==> src/rtl/assert_macros.svh <==
// ---------------------------------------------------------------------------
// Assertion macros used by the RTL
// ---------------------------------------------------------------------------
`ifndef ASSERT_MACROS_SVH
`define ASSERT_MACROS_SVH

// Same-cycle implication, sampled on aclk, off while aresetn is low
`define ASSERT_IMPLY(lbl, ante, cons, msg) \
    lbl: assert property (@(posedge aclk) disable iff (!aresetn) (ante) |-> (cons)) \
        else $error(msg);

// Next-cycle implication, sampled on aclk, off while aresetn is low
`define ASSERT_NEXT(lbl, ante, cons, msg) \
    lbl: assert property (@(posedge aclk) disable iff (!aresetn) (ante) |=> (cons)) \
        else $error(msg);

`endif

==> src/rtl/bmws_pkg.sv <==
// ---------------------------------------------------------------------------
// bmws_pkg
// Shared constants, payload types and controller/datapath interface structs.
// ---------------------------------------------------------------------------
package bmws_pkg;

    localparam int MAX_ITEMS  = 4096;
    localparam int VALUE_BITS = 16;
    localparam int LIMIT_BITS = 32;
    localparam int SUM_BITS   = LIMIT_BITS + 1;
    localparam int POS_BITS   = $clog2(MAX_ITEMS + 1);
    localparam int ADDR_BITS  = $clog2(MAX_ITEMS);

    typedef struct packed {
        logic [VALUE_BITS-1:0] count_value;
        logic                  is_last;
    } in_item_t;

    typedef struct packed {
        logic                found;
        logic [POS_BITS-1:0] first_position;
        logic [POS_BITS-1:0] last_position;
        logic                overflow;
    } out_item_t;

    // Controller to datapath
    typedef struct packed {
        logic store;          // append the accepted count at the tail
        logic mark_overflow;  // accepted count dropped, store full
        logic capture_last;   // latch the last mark of the accepted item
        logic shrink_step;    // drop the count at the head
        logic best_load;      // current window becomes the best
        logic out_load;       // load the result register
        logic seq_clear;      // return sequence state to reset values
    } dp_cmd_t;

    // Datapath to controller
    typedef struct packed {
        logic tail_full;      // tail has reached the store depth
        logic in_last;        // last mark on the offered input item
        logic last_pending;   // item in flight carries the last mark
        logic over_limit;     // running sum exceeds the limit
        logic win_nonempty;   // head below tail
        logic better;         // window beats the best so far
        logic out_free;       // result register can take a new result
    } dp_status_t;

endpackage

==> src/rtl/bmws_ctrl.sv <==
// ---------------------------------------------------------------------------
// bmws_ctrl
// Sequencer: accept an item, shrink the window one count a cycle, report.
// ---------------------------------------------------------------------------
module bmws_ctrl (
    input  logic                 aclk,
    input  logic                 aresetn,
    input  logic                 s_valid,
    output logic                 s_ready,
    input  bmws_pkg::dp_status_t stat,
    output bmws_pkg::dp_cmd_t    cmd
);

    typedef enum logic [2:0] {
        ST_IDLE   = 3'b001,
        ST_SHRINK = 3'b010,
        ST_REPORT = 3'b100
    } state_t;

    state_t state_reg, state_next;

    // Next state and command decode
    always_comb begin
        state_next = state_reg;
        cmd        = '0;
        s_ready    = 1'b0;
        unique case (state_reg)
            ST_IDLE: begin
                s_ready = 1'b1;
                if (s_valid) begin
                    cmd.capture_last = 1'b1;
                    if (stat.tail_full) begin
                        cmd.mark_overflow = 1'b1;
                        state_next = stat.in_last ? ST_REPORT : ST_IDLE;
                    end else begin
                        cmd.store  = 1'b1;
                        state_next = ST_SHRINK;
                    end
                end
            end
            ST_SHRINK: begin
                if (stat.over_limit && stat.win_nonempty) begin
                    cmd.shrink_step = 1'b1;
                end else begin
                    cmd.best_load = stat.win_nonempty && stat.better;
                    state_next    = stat.last_pending ? ST_REPORT : ST_IDLE;
                end
            end
            ST_REPORT: begin
                if (stat.out_free) begin
                    cmd.out_load  = 1'b1;
                    cmd.seq_clear = 1'b1;
                    state_next    = ST_IDLE;
                end
            end
            default: begin
                state_next = ST_IDLE;
            end
        endcase
    end

    // State register
    always_ff @(posedge aclk) begin
        if (!aresetn) begin
            state_reg <= ST_IDLE;
        end else begin
            state_reg <= state_next;
        end
    end

endmodule

==> config.mk <==
export PLATFORM = sky130hd
export DESIGN_NAME = bmws_ctrl
export DESIGN_NICKNAME = d
export VERILOG_FILES = /design/src/rtl/assert_macros.svh /design/src/rtl/bmws_pkg.sv /design/src/rtl/bmws_ctrl.sv
export SDC_FILE = /design/constraint.sdc
export NUM_CORES = 1
export LEC_CHECK = 0
export BUFFER_PORTS_ARGS = -buffer_cell sky130_fd_sc_hd__buf_2
export CORE_AREA = 2 2 39 41
export DETAILED_ROUTE_END_ITERATION = 8
export DIE_AREA = 0 0 41 43
export HOLD_SLACK_MARGIN = 0.1
export SYNTH_ARGS = -nofsm -noshare
export SYNTH_HDL_FRONTEND = slang
export SYNTH_SLANG_ARGS = --single-unit
==> constraint.sdc <==
create_clock -name aclk -period 2.15 [get_ports aclk]
set_input_delay 0.1075 -clock aclk [delete_from_list [all_inputs] [get_ports aclk]]
set_output_delay 0.1075 -clock aclk [all_outputs]
set_load 0.01 [all_outputs]
=== Word level (Yosys, flattened, before mapping) ===
Cells that the tools add are included.

* Flip-flop bits (word level): 3
* Output and inout port bits: 8
* Logic and storage cells: 27

* Equal/unequal tests: 6
* Multiplexer cells: 17
* Reductions and logical operators: 3

{| class="wikitable"
|+ Operator list
! kind !! count
|-
| 3-bit two-way mux || 8
|-
| 3-bit one-hot mux with 3 select lines || 1
|-
| 2-bit two-way mux || 3
|-
| 2-bit != test, second input constant || 3
|-
| 1-bit two-way mux || 5
|-
| 3-bit by 1-bit == test with 1-bit output, second input constant || 1
|-
| 3-bit by 2-bit == test with 1-bit output, second input constant || 1
|-
| 3-bit == test, second input constant || 1
|-
| 3-bit AND reduction || 1
|-
| 1-bit logical AND || 2
|}

=== Depth between registers and ports, before layout ===
Gate-level depths: netlist of the first run.

* Depth after elaboration: 4
* Mapped depth: 4

=== Worst setup path before layout of the first run ===
No wires, ideal clock.

* Kind: register to output
* Start point: register state_reg[2]
* End point: output cmd[1] (netlist name)
* Arrival: 1.253 ns
* Path slack: 0.789 ns
* Cell stages (with the launch flop): 4
* Cell sequence: dfxtp_1 -> inv_1 -> nor4b_1 -> buf_4

{| class="wikitable"
|+ RTL lines
! item !! line !! source
|-
| start: declaration || bmws_ctrl.sv:20 || <nowiki>state_t state_reg, state_next;</nowiki>
|-
| start signal: assignment || bmws_ctrl.sv:67 || <nowiki>state_reg <= state_next;</nowiki>
|-
| end: declaration || bmws_ctrl.sv:11 || <nowiki>output bmws_pkg::dp_cmd_t cmd</nowiki>
|}

==> results of run 1 <==
[cell usage in the layout (no fill, tap or decap), types with 2 or more instances in the layout]
cell type / n
dfxtp_1: 3
and3_1: 2
inv_1: 3
clkbuf_4: 3
buf_2: 17
[worst max-delay path, cell delays in order (launching register included)]
cell and delay (ps):
dfxtp_1 430, inv_1 90, nor4b_1 350, buf_2 200
[metal layers]
layer | track usage | vias up | share of wire
met2 | 0.1344 | 8 | 0.56
met3 | 0.03665 | 0 | 0.091
met4 | 0.04667 | 0 | 0
met1 | 0.07692 | 118 | 0.35
li1 | - | 133 | -
met5 | 0 | - | 0
[power groups by stage]
stage	Sequential, W	Combinational [W]	Clock (W)
global placement	0.0000667	0.0000492	0
global route	0.0000665	0.0000552	0.000101
detailed placement	0.0000669	0.0000499	0
CTS	0.0000660	0.0000501	0.0000998
floorplan	0.0000658	0.0000291	0
finish	0.0000658	0.0000493	0.0000976
[logic make-up after synthesis]
family | Yosys count
AOI/OAI and AO/OA | 6
DFF | 3
buffers and inverters | 5
and+or+nand+nor | 11
[worst max path at each step]
stage	startpoint	end	cells past startpoint
floorplan	state_reg[2]$_SDFFE_PN0P_	cmd[1]	3
global placement	state_reg[2]$_SDFFE_PN0P_	cmd[0]	3
detailed placement	state_reg[2]$_SDFFE_PN0P_	state_reg[0]$_SDFFE_PN1P_	3
CTS	state_reg[2]$_SDFFE_PN0P_	cmd[0]	3
global route	state_reg[2]$_SDFFE_PN0P_	cmd[1]	3
finish	state_reg[2]$_SDFFE_PN0P_	cmd[0]	3
[final cells by class]
cell class / count / area, um2 / share of cell area
clock buffers: 4 / 26.28 / 0.07241
repair buffers: 17 / 85.08 / 0.2345
well taps: 16 / 20.02 / 0.05517
flip-flops and latches: 3 / 60.06 / 0.1655
inverters: 4 / 15.01 / 0.04138
multi-input cells: 17 / 156.4 / 0.4310
[through the flow]
step	total power [W]	cells
detailed placement	0.0001168	57
global route	0.0002229	61
CTS	0.0002158	61
finish	0.0002127	61
floorplan	0.00009490	25
global placement	0.0001159	57
==> impl_metrics.yaml, run 1 <==
outcome:
  status: "completed"
worst_setup_path:
  r2r_slack_ps: 990
  reg2reg_from: "state_reg[2]$_SDFFE_PN0P_"
  worstPathArrival_ps: 1290
  critPathKind: "register to output port"
  r2r_end: "state_reg[0]$_SDFFE_PN1P_"
  ff2ff_path_depth: 3
  critPathMaxFanout: 5
  start_kind: "register"
  required_ps: 2040
  end_kind: "output port"
logic_synthesis:
  synth_edf_count: 0
  synthCells: 25
  synth_compound_area_frac: 0.2461
  ys.flop_type: "dfxtp_1"
  ys_top_cells_by_area: "dfxtp_1, nor3b_4, o41ai_2"
  yosys.area_share.adder: 0
  netlist_area_um2: 239.0
  synth_xor_area_frac: 0
  synth-simple-area-share: 0.4084
  yosysTopAreaCell: "dfxtp_1"
  synthMuxAreaShare: 0
  synth_common_cells: "dfxtp_1, inv_1, and3_1"
  async_reset_ff_frac: 0
  synthDistinctLibCells: 20
  ys.warnings.count: 0
  synth_seq_cells: 3
  yosysTopAreaCellShare: 0.2513
  syn_avg_cell_area_um2: 9.559
  synth_fp_nets: 35
  synth_top_family_by_area: "simple AND/OR/NAND/NOR gates"
  seq_area_frac_synth: 0.2513
sta:
  fin_setup_tns_ps: 0
  fmax_ghz: 0.7131
  setup_violations: 0
  timing.final.ws_setup_ps: 747.6
  finalHoldViolCount: 0
  slew_headroom: 0.7717
  slew_violations: 0
  max_slew.worst_pin.slew_ps: 338.7
  hold_slack_ps: 136.6
  fin_crit_ps: 1402
  finClkSkew_ps: 4.630
  grt_setup_unrepaired: "no"
  period_share: 0.6523
floorplan:
  die_area_um2: 1763
  dieWidth_um: 41
  ios: 18
  start_util: 0.1727
  die_y_um: 43
  rows: 14
  core_area_um2: 1384
clocking:
  cts.sinks: 3
  cts_inserted_buffers: 3
  clk_latency_ps: 230
  cts-root-buf: "clkbuf_4"
  tritoncts: "done"
  h-tree-depth: 1
  cts_setup_buffers: 0
  hold_buffers: 0
  clock_path_buffers: 2
  cts.clk_slew.worst_paths_ps: 30
  post_cts_resized: 0
power_and_ir_drop:
  sw_frac_of_total: 0.2680
  comb_power_share: 0.232
  clockPowerShare: 0.459
  leakage_nw: 0.1928
  power.switching_w: 0.00005701
  p_seq_frac: 0.310
  cellPowerDensity_nw_per_um2: 586.2
  ir_worst_vdd_mv: 0.1546
  cellInternalPower_w: 0.0001557
cells_and_area:
  largest_reg_flops: 3
  layout.nets: 56
  fin_util: 0.2622
  diodes: 0
  final_area_um2: 362.8
  drive_gt1_frac: 0.5556
  fillCellCount: 154
  areaGrowthSynthToFinish_pct: 51.83
min_path:
  hold_class: "input pin to register"
  min_from: "aresetn"
  min_to: "state_reg[2]$_SDFFE_PN0P_"
  hold_path_depth: 3
grt:
  grt_pass1_wl_um: 959
  grt_start_max_net_pins: 7
  grt_pass1_vias: 277
  grt_overflow: 0
  grt_usage: 0.08124
  grt_antenna_before_repair: 0
route:
  antenna_left: 0
  wl_per_cell_um: 9.574
  wl_um: 584
  routed_via_density: 4.246
  drtIter0Drc: 6
  first_pass_iters: 4
  post-route-drc-count: 0
  num_vias: 259
placement:
  hpwl_um: 498.6
  portBuffers: 17
  place_congestion: 0.7100
  place_area_um2: 336.6
  place_ws_ps: 969.4
job:
  maxCapViolCount: 0
Note: power is estimated with default switching activity, not from simulation.
==> run 2: changes to the inputs <==
--- a/config.mk
+++ b/config.mk
@@ -5,6 +5,7 @@
 export SDC_FILE = /design/constraint.sdc
 export NUM_CORES = 1
 export LEC_CHECK = 0
+export ABC_AREA = 1
 export BUFFER_PORTS_ARGS = -buffer_cell sky130_fd_sc_hd__buf_2
 export CORE_AREA = 2 2 39 41
 export DETAILED_ROUTE_END_ITERATION = 8
==> constraint.sdc (replaced) <==
create_clock -name aclk -period 1.4 [get_ports aclk]
set_input_delay 0.07 -clock aclk [delete_from_list [all_inputs] [get_ports aclk]]
set_output_delay 0.07 -clock aclk [all_outputs]
set_load 0.01 [all_outputs]
==> run 2 against run 1 <==
  * Hold slack improved by 40 ps
  * Via count increased by 29%
  * Power increased by 92%
  * Final cell count increased by 33%
  * Design area increased by 11%
  * Combinational power increased to 2.8 times the previous value
==> impl_metrics.yaml, run 2 <==
outcome:
  status: "completed"
logic_synthesis:
  synth_top_family_by_area: "simple AND/OR/NAND/NOR gates"
  netlist_area_um2: 262.8
  synth-simple-area-share: 0.5048
  synth.most_common_cell: "inv_1"
  ys_top_cells_by_area: "dfxtp_1, inv_1, nand2_1"
  synth_xor_area_frac: 0
  ys.flop_type: "dfxtp_1"
  synth_compound_area_frac: 0.08095
  synth_edf_count: 0
  synthCells: 44
  synthDistinctLibCells: 14
  syn_avg_cell_area_um2: 5.972
  async_reset_ff_frac: 0
  synth_fp_nets: 54
  seq_area_frac_synth: 0.2286
  synthMuxAreaShare: 0
  synth_common_cells: "inv_1, nand2_1, nand3_1, nor2_1"
  ys.warnings.count: 0
  yosysTopAreaCellShare: 0.2286
  yosys.area_share.adder: 0
  synth_seq_cells: 3
  yosysTopAreaCell: "dfxtp_1"
route:
  wl_per_cell_um: 7.963
  routed_via_density: 4.111
  post-route-drc-count: 0
  wl_um: 645
  first_pass_iters: 3
  num_vias: 333
  antenna_left: 0
  drtIter0Drc: 1
floorplan:
  rows: 14
  die_y_um: 43
  ios: 18
  die_area_um2: 1763
  dieWidth_um: 41
  core_area_um2: 1384
  start_util: 0.1899
sta:
  period_share: 0.9007
  slew_violations: 0
  finalHoldViolCount: 0
  slew_headroom: 0.8305
  fin_crit_ps: 1261
  fmax_ghz: 0.7930
  timing.final.ws_setup_ps: 139.0
  setup_violations: 0
  finClkSkew_ps: 0.4504
  max_slew.worst_pin.slew_ps: 253.9
placement:
  place_ws_ps: 337.4
  portBuffers: 17
  place_area_um2: 360.3
  hpwl_um: 522.2
  placedCellCount: 76
  place_congestion: 0.7920
cells_and_area:
  diodes: 0
  final_common_cell: "buf_2"
  final_cell_mix: "buf_2, inv_1, nand2_1"
  largest_reg_flops: 3
  areaGrowthSynthToFinish_pct: 53.33
  layout.nets: 76
  fillCellCount: 175
  finalNonFillerCells: 81
  fin_util: 0.2911
  final_area_um2: 402.9
  drive_gt1_frac: 0.4462
clocking:
  cts-root-buf: "clkbuf_4"
  h-tree-depth: 1
  cts.sinks: 3
  cts.clk_slew.worst_paths_ps: 40
  clk_latency_ps: 240
  tritoncts: "done"
  cts_inserted_buffers: 3
  clock_path_buffers: 2
worst_setup_path:
  slowest_delay_ps: 350
  critPathKind: "register to output port"
  crit_top_cell: "nor2_2"
  ff2ff_path_depth: 7
  slowest_stage: "dfxtp_1"
  critPathMaxFanout: 5
  required_ps: 1330
  start_kind: "register"
  end_kind: "output port"
  worstPathArrival_ps: 1190
  crit_chain: "nor2_2 -> nand2_2 -> nor2_2 -> nand2_1 -> inv_1 -> buf_2"
power_and_ir_drop:
  leakage_nw: 0.2484
  finalPower_w: 0.0004082
  cellPowerDensity_nw_per_um2: 1013
  ir_worst_vdd_mv: 0.2526
job:
  maxCapViolCount: 0
min_path:
  hold_class: "input pin to register"
  hold_path_depth: 4
grt:
  grt_pass1_vias: 299
  grt_overflow: 0
  grt_start_max_net_pins: 7
  grt_antenna_before_repair: 0
  grt_pass1_wl_mm: 1.062
  grt_usage: 0.09447
## run 2: cell count changes after synthesis, sizes merged, moves of 2 or more
cell | previous run | this run
and3 | 2 | 0
inv | 4 | 11
nand2 | 1 | 8
nand3 | 1 | 7
nor2 | 0 | 8
nor4 | 0 | 2
nor4b | 2 | 0
## run 2: cells by family (layout without fill, tap and decap cells)
group,after synthesis,after routing
compound gates,3,3
buf+inv,12,33
flops,3,3
simple gates,26,26
## run 2: repair_timing
action	CTS	global route
endpoints found under the setup margin	0	2
setup buffers	0	0
endpoints found under the hold margin	2	0
resized for setup	0	1
hold buffers	1	0
## run 2: worst paths after layout
check	start	end	slack, ps
max	state_reg[1]$_SDFFE_PN0P_	cmd[6]	140
max reg2reg	state_reg[1]$_SDFFE_PN0P_	state_reg[0]$_SDFFE_PN1P_	340
min	stat[6]	state_reg[1]$_SDFFE_PN0P_	180
min reg2reg	state_reg[1]$_SDFFE_PN0P_	state_reg[1]$_SDFFE_PN0P_	680
## run 2: layout make-up
cell class	instances	area, um2	share of cell area
Inverter	11	41.29	0.1025
Multi-Input combinational cell	29	160.2	0.3975
Timing Repair Buffer	18	95.09	0.2360
Sequential cell	3	60.06	0.1491
Tap cell	16	20.02	0.04969
Clock buffer	4	26.28	0.06522
## run 2: stage by stage
| stage | TNS [ps] | hold slack, ps |
|---|---|---|
| 2_1_floorplan | 0 | 154.1 |
| 3_3_place_gp | 0 | 296.4 |
| 3_5_place_dp | 0 | 298.1 |
| 4_1_cts | 0 | 176.7 |
| 5_1_grt | -1.791 | 214.1 |
| 6_report | 0 | 176.3 |
## run 2: metal layers
metal,GRT usage,wire length [um],up-vias,part of all wire
met5,0,0,-,0
met4,0.1000,12,0,0.019
met3,0.03141,39,2,0.060
met2,0.1281,347,9,0.54
met1,0.1032,246,146,0.38
li1,-,-,176,-
## run 2: where the power goes
part / switching, W / internal [W] / leakage, nW
sequential: 0.0000178 / 0.0000973 / 0.0247
combinational: 0.0000789 / 0.0000575 / 0.209
clock: 0.0000495 / 0.000107 / 0.0150
total: 0.000146 / 0.000262 / 0.248
## run 2: critical path: cells and delay by family, from the launching register on
| family | cells | cell delay, ps |
|---|---|---|
| flops | 1 | 350 |
| simple gates | 4 | 440 |
| buf+inv | 2 | 180 |
==> run 3: changes to the inputs <==
--- a/config.mk
+++ b/config.mk
@@ -5,7 +5,6 @@
 export SDC_FILE = /design/constraint.sdc
 export NUM_CORES = 1
 export LEC_CHECK = 0
-export ABC_AREA = 1
 export BUFFER_PORTS_ARGS = -buffer_cell sky130_fd_sc_hd__buf_2
 export CORE_AREA = 2 2 39 41
 export DETAILED_ROUTE_END_ITERATION = 8
==> run 3 against run 2 <==
  * Critical path depth is 2 lower
  * Power fell by 17%
  * Sequential power down 10%
  * Global-route usage decreased by 0.33 points
  * Sequential cell count stayed put
  * Sequential share of layout area rose by 0.90 points
  * Combinational power decreased by 38%
  * Clock power down 3%
  * Register-to-register slack worse by 140 ps
  * Fmax decreased by 6.7%
  * Utilization fell by 1.1 points
==> impl_metrics.yaml, run 3 (synthesis results as in run 1) <==
route:
  antenna_left: 0
  num_vias: 266
  wl_um: 607
  routed_via_density: 4.222
  wl_per_cell_um: 9.635
  first_pass_iters: 2
  post-route-drc-count: 0
  drtIter0Drc: 2
placement:
  place_ws_ps: 214.4
  placedCellCount: 57
  place_congestion: 0.7089
  portBuffers: 17
  hpwl_um: 515.8
floorplan:
  dieWidth_um: 41
  start_util: 0.1727
  core_area_um2: 1384
  die_y_um: 43
  ios: 18
  rows: 14
  die_area_um2: 1763
power_and_ir_drop:
  power.switching_w: 0.00009145
  cellPowerDensity_nw_per_um2: 873.3
  comb_power_share: 0.249
  p_seq_frac: 0.304
  clockPowerShare: 0.447
  leakage_nw: 0.2022
  ir_worst_vdd_mv: 0.3288
  sw_frac_of_total: 0.2700
  cellInternalPower_w: 0.0002473
grt:
  grt_antenna_before_repair: 0
  grt_pass1_vias: 277
  grt_start_max_net_pins: 7
  grt_overflow: 0
  grt_usage: 0.09118
  grt_pass1_wl_um: 979
sta:
  fin_crit_ps: 1352
  finalHoldViolCount: 0
  max_slew.worst_pin.slew_ps: 339.5
  finClkSkew_ps: 0.09519
  slew_headroom: 0.7712
  setup_violations: 0
  grt_setup_unrepaired: "no"
  fmax_ghz: 0.7397
  hold_slack_ps: 141.1
  slew_violations: 0
  timing.final.ws_setup_ps: 48.14
  fin_setup_tns_ps: 0
  period_share: 0.9656
worst_setup_path:
  end_kind: "output port"
  reg2reg_from: "state_reg[1]$_SDFFE_PN0P_"
  start_kind: "register"
  slowest_delay_ps: 470
  required_ps: 1330
  crit_chain: "and4bb_1 -> nand2_1 -> inv_2 -> buf_2"
  critPathMaxFanout: 6
  worstPathArrival_ps: 1280
  critPathKind: "register to output port"
  slowest_stage: "dfxtp_1"
  worstSetupStartpoint: "state_reg[1]$_SDFFE_PN0P_"
clocking:
  cts-root-buf: "clkbuf_4"
  clock_path_buffers: 2
  cts.sinks: 3
  cts.clk_slew.worst_paths_ps: 40
  cts_inserted_buffers: 3
  tritoncts: "done"
  clk_latency_ps: 230
  h-tree-depth: 1
cells_and_area:
  final_common_cell: "buf_2"
  areaGrowthSynthToFinish_pct: 62.30
  final_cell_mix: "buf_2, inv_1, clkbuf_4"
  largest_reg_flops: 3
  fillCellCount: 162
  finalNonFillerCells: 63
  layout.nets: 58
  drive_gt1_frac: 0.5957
  diodes: 0
job:
  maxCapViolCount: 0
min_path:
  min_from: "stat[6]"
  hold_class: "input pin to register"
outcome:
  status: "completed"
==> run 3: changes by cell type in the layout (fill, tap and decap cells not counted), moves of 2 or more <==
cell and change:
and3_1 +2, inv_1 -7, nand2_1 -6, nand3_1 -4, nand3_2 -2, nor2_1 -5
nor2_2 -3, nor4b_2 +2
==> run 3: final timing paths <==
kind,endpoint,depth (start not counted),slack (ps)
worst min-delay path,state_reg[2]$_SDFFE_PN0P_,3,140
worst max-delay path,cmd[3],4,50
worst min register to register,state_reg[2]$_SDFFE_PN0P_,3,680
worst max register to register,state_reg[0]$_SDFFE_PN1P_,3,200
==> run 3: timing repair <==
item                                    in CTS  in global routing
buffers inserted                             0                  1
gates resized for setup                      0                  2
hold endpoints to repair                     1                  0
hold buffers                                 1                  0
endpoints found under the setup margin       0                  4
==> run 3: cell type report <==
cell class | count | area, um2 | share of cell area
clock buffer | 4 | 26.28 | 0.06774
inverter | 4 | 15.01 | 0.03871
multi-input combinational | 17 | 162.7 | 0.4194
sequential | 3 | 61.31 | 0.1581
tap | 16 | 20.02 | 0.05161
timing repair buffer | 19 | 102.6 | 0.2645
==> run 3: stage by stage <==
step | utilization | instance area (um2) | power, W
5_1_grt | 0.2803 | 387.9 | 0.0003636
3_5_place_dp | 0.2432 | 336.6 | 0.0001790
4_1_cts | 0.2694 | 372.9 | 0.0003354
6_report | 0.2803 | 387.9 | 0.0003387
3_3_place_gp | 0.2432 | 336.6 | 0.0001776
2_1_floorplan | - | 239.0 | 0.0001457
==> run 3: layer usage <==
layer	GRT usage	vias to the layer above	wire, um
li1	-	138	-
met1	0.07668	116	223
met2	0.1344	8	300
met3	0.04712	4	52
met4	0.1000	0	30
met5	0	-	0
==> run 3: power by group through the flow <==
stage | sequential, W | combinational [W] | clock (W)
after floorplan | 0.000101 | 0.0000447 | 0
final | 0.000103 | 0.0000843 | 0.000152
after global placement | 0.000102 | 0.0000752 | 0
after detailed placement | 0.000103 | 0.0000762 | 0
after global routing | 0.000104 | 0.0000934 | 0.000166
after CTS | 0.000101 | 0.0000784 | 0.000156
==> run 3: critical path: cells and delay by family, from the launching register on <==
family                 cells  cell delay [ps]
and+or+nand+nor            2              360
buffers and inverters      2              220
DFF                        1              470
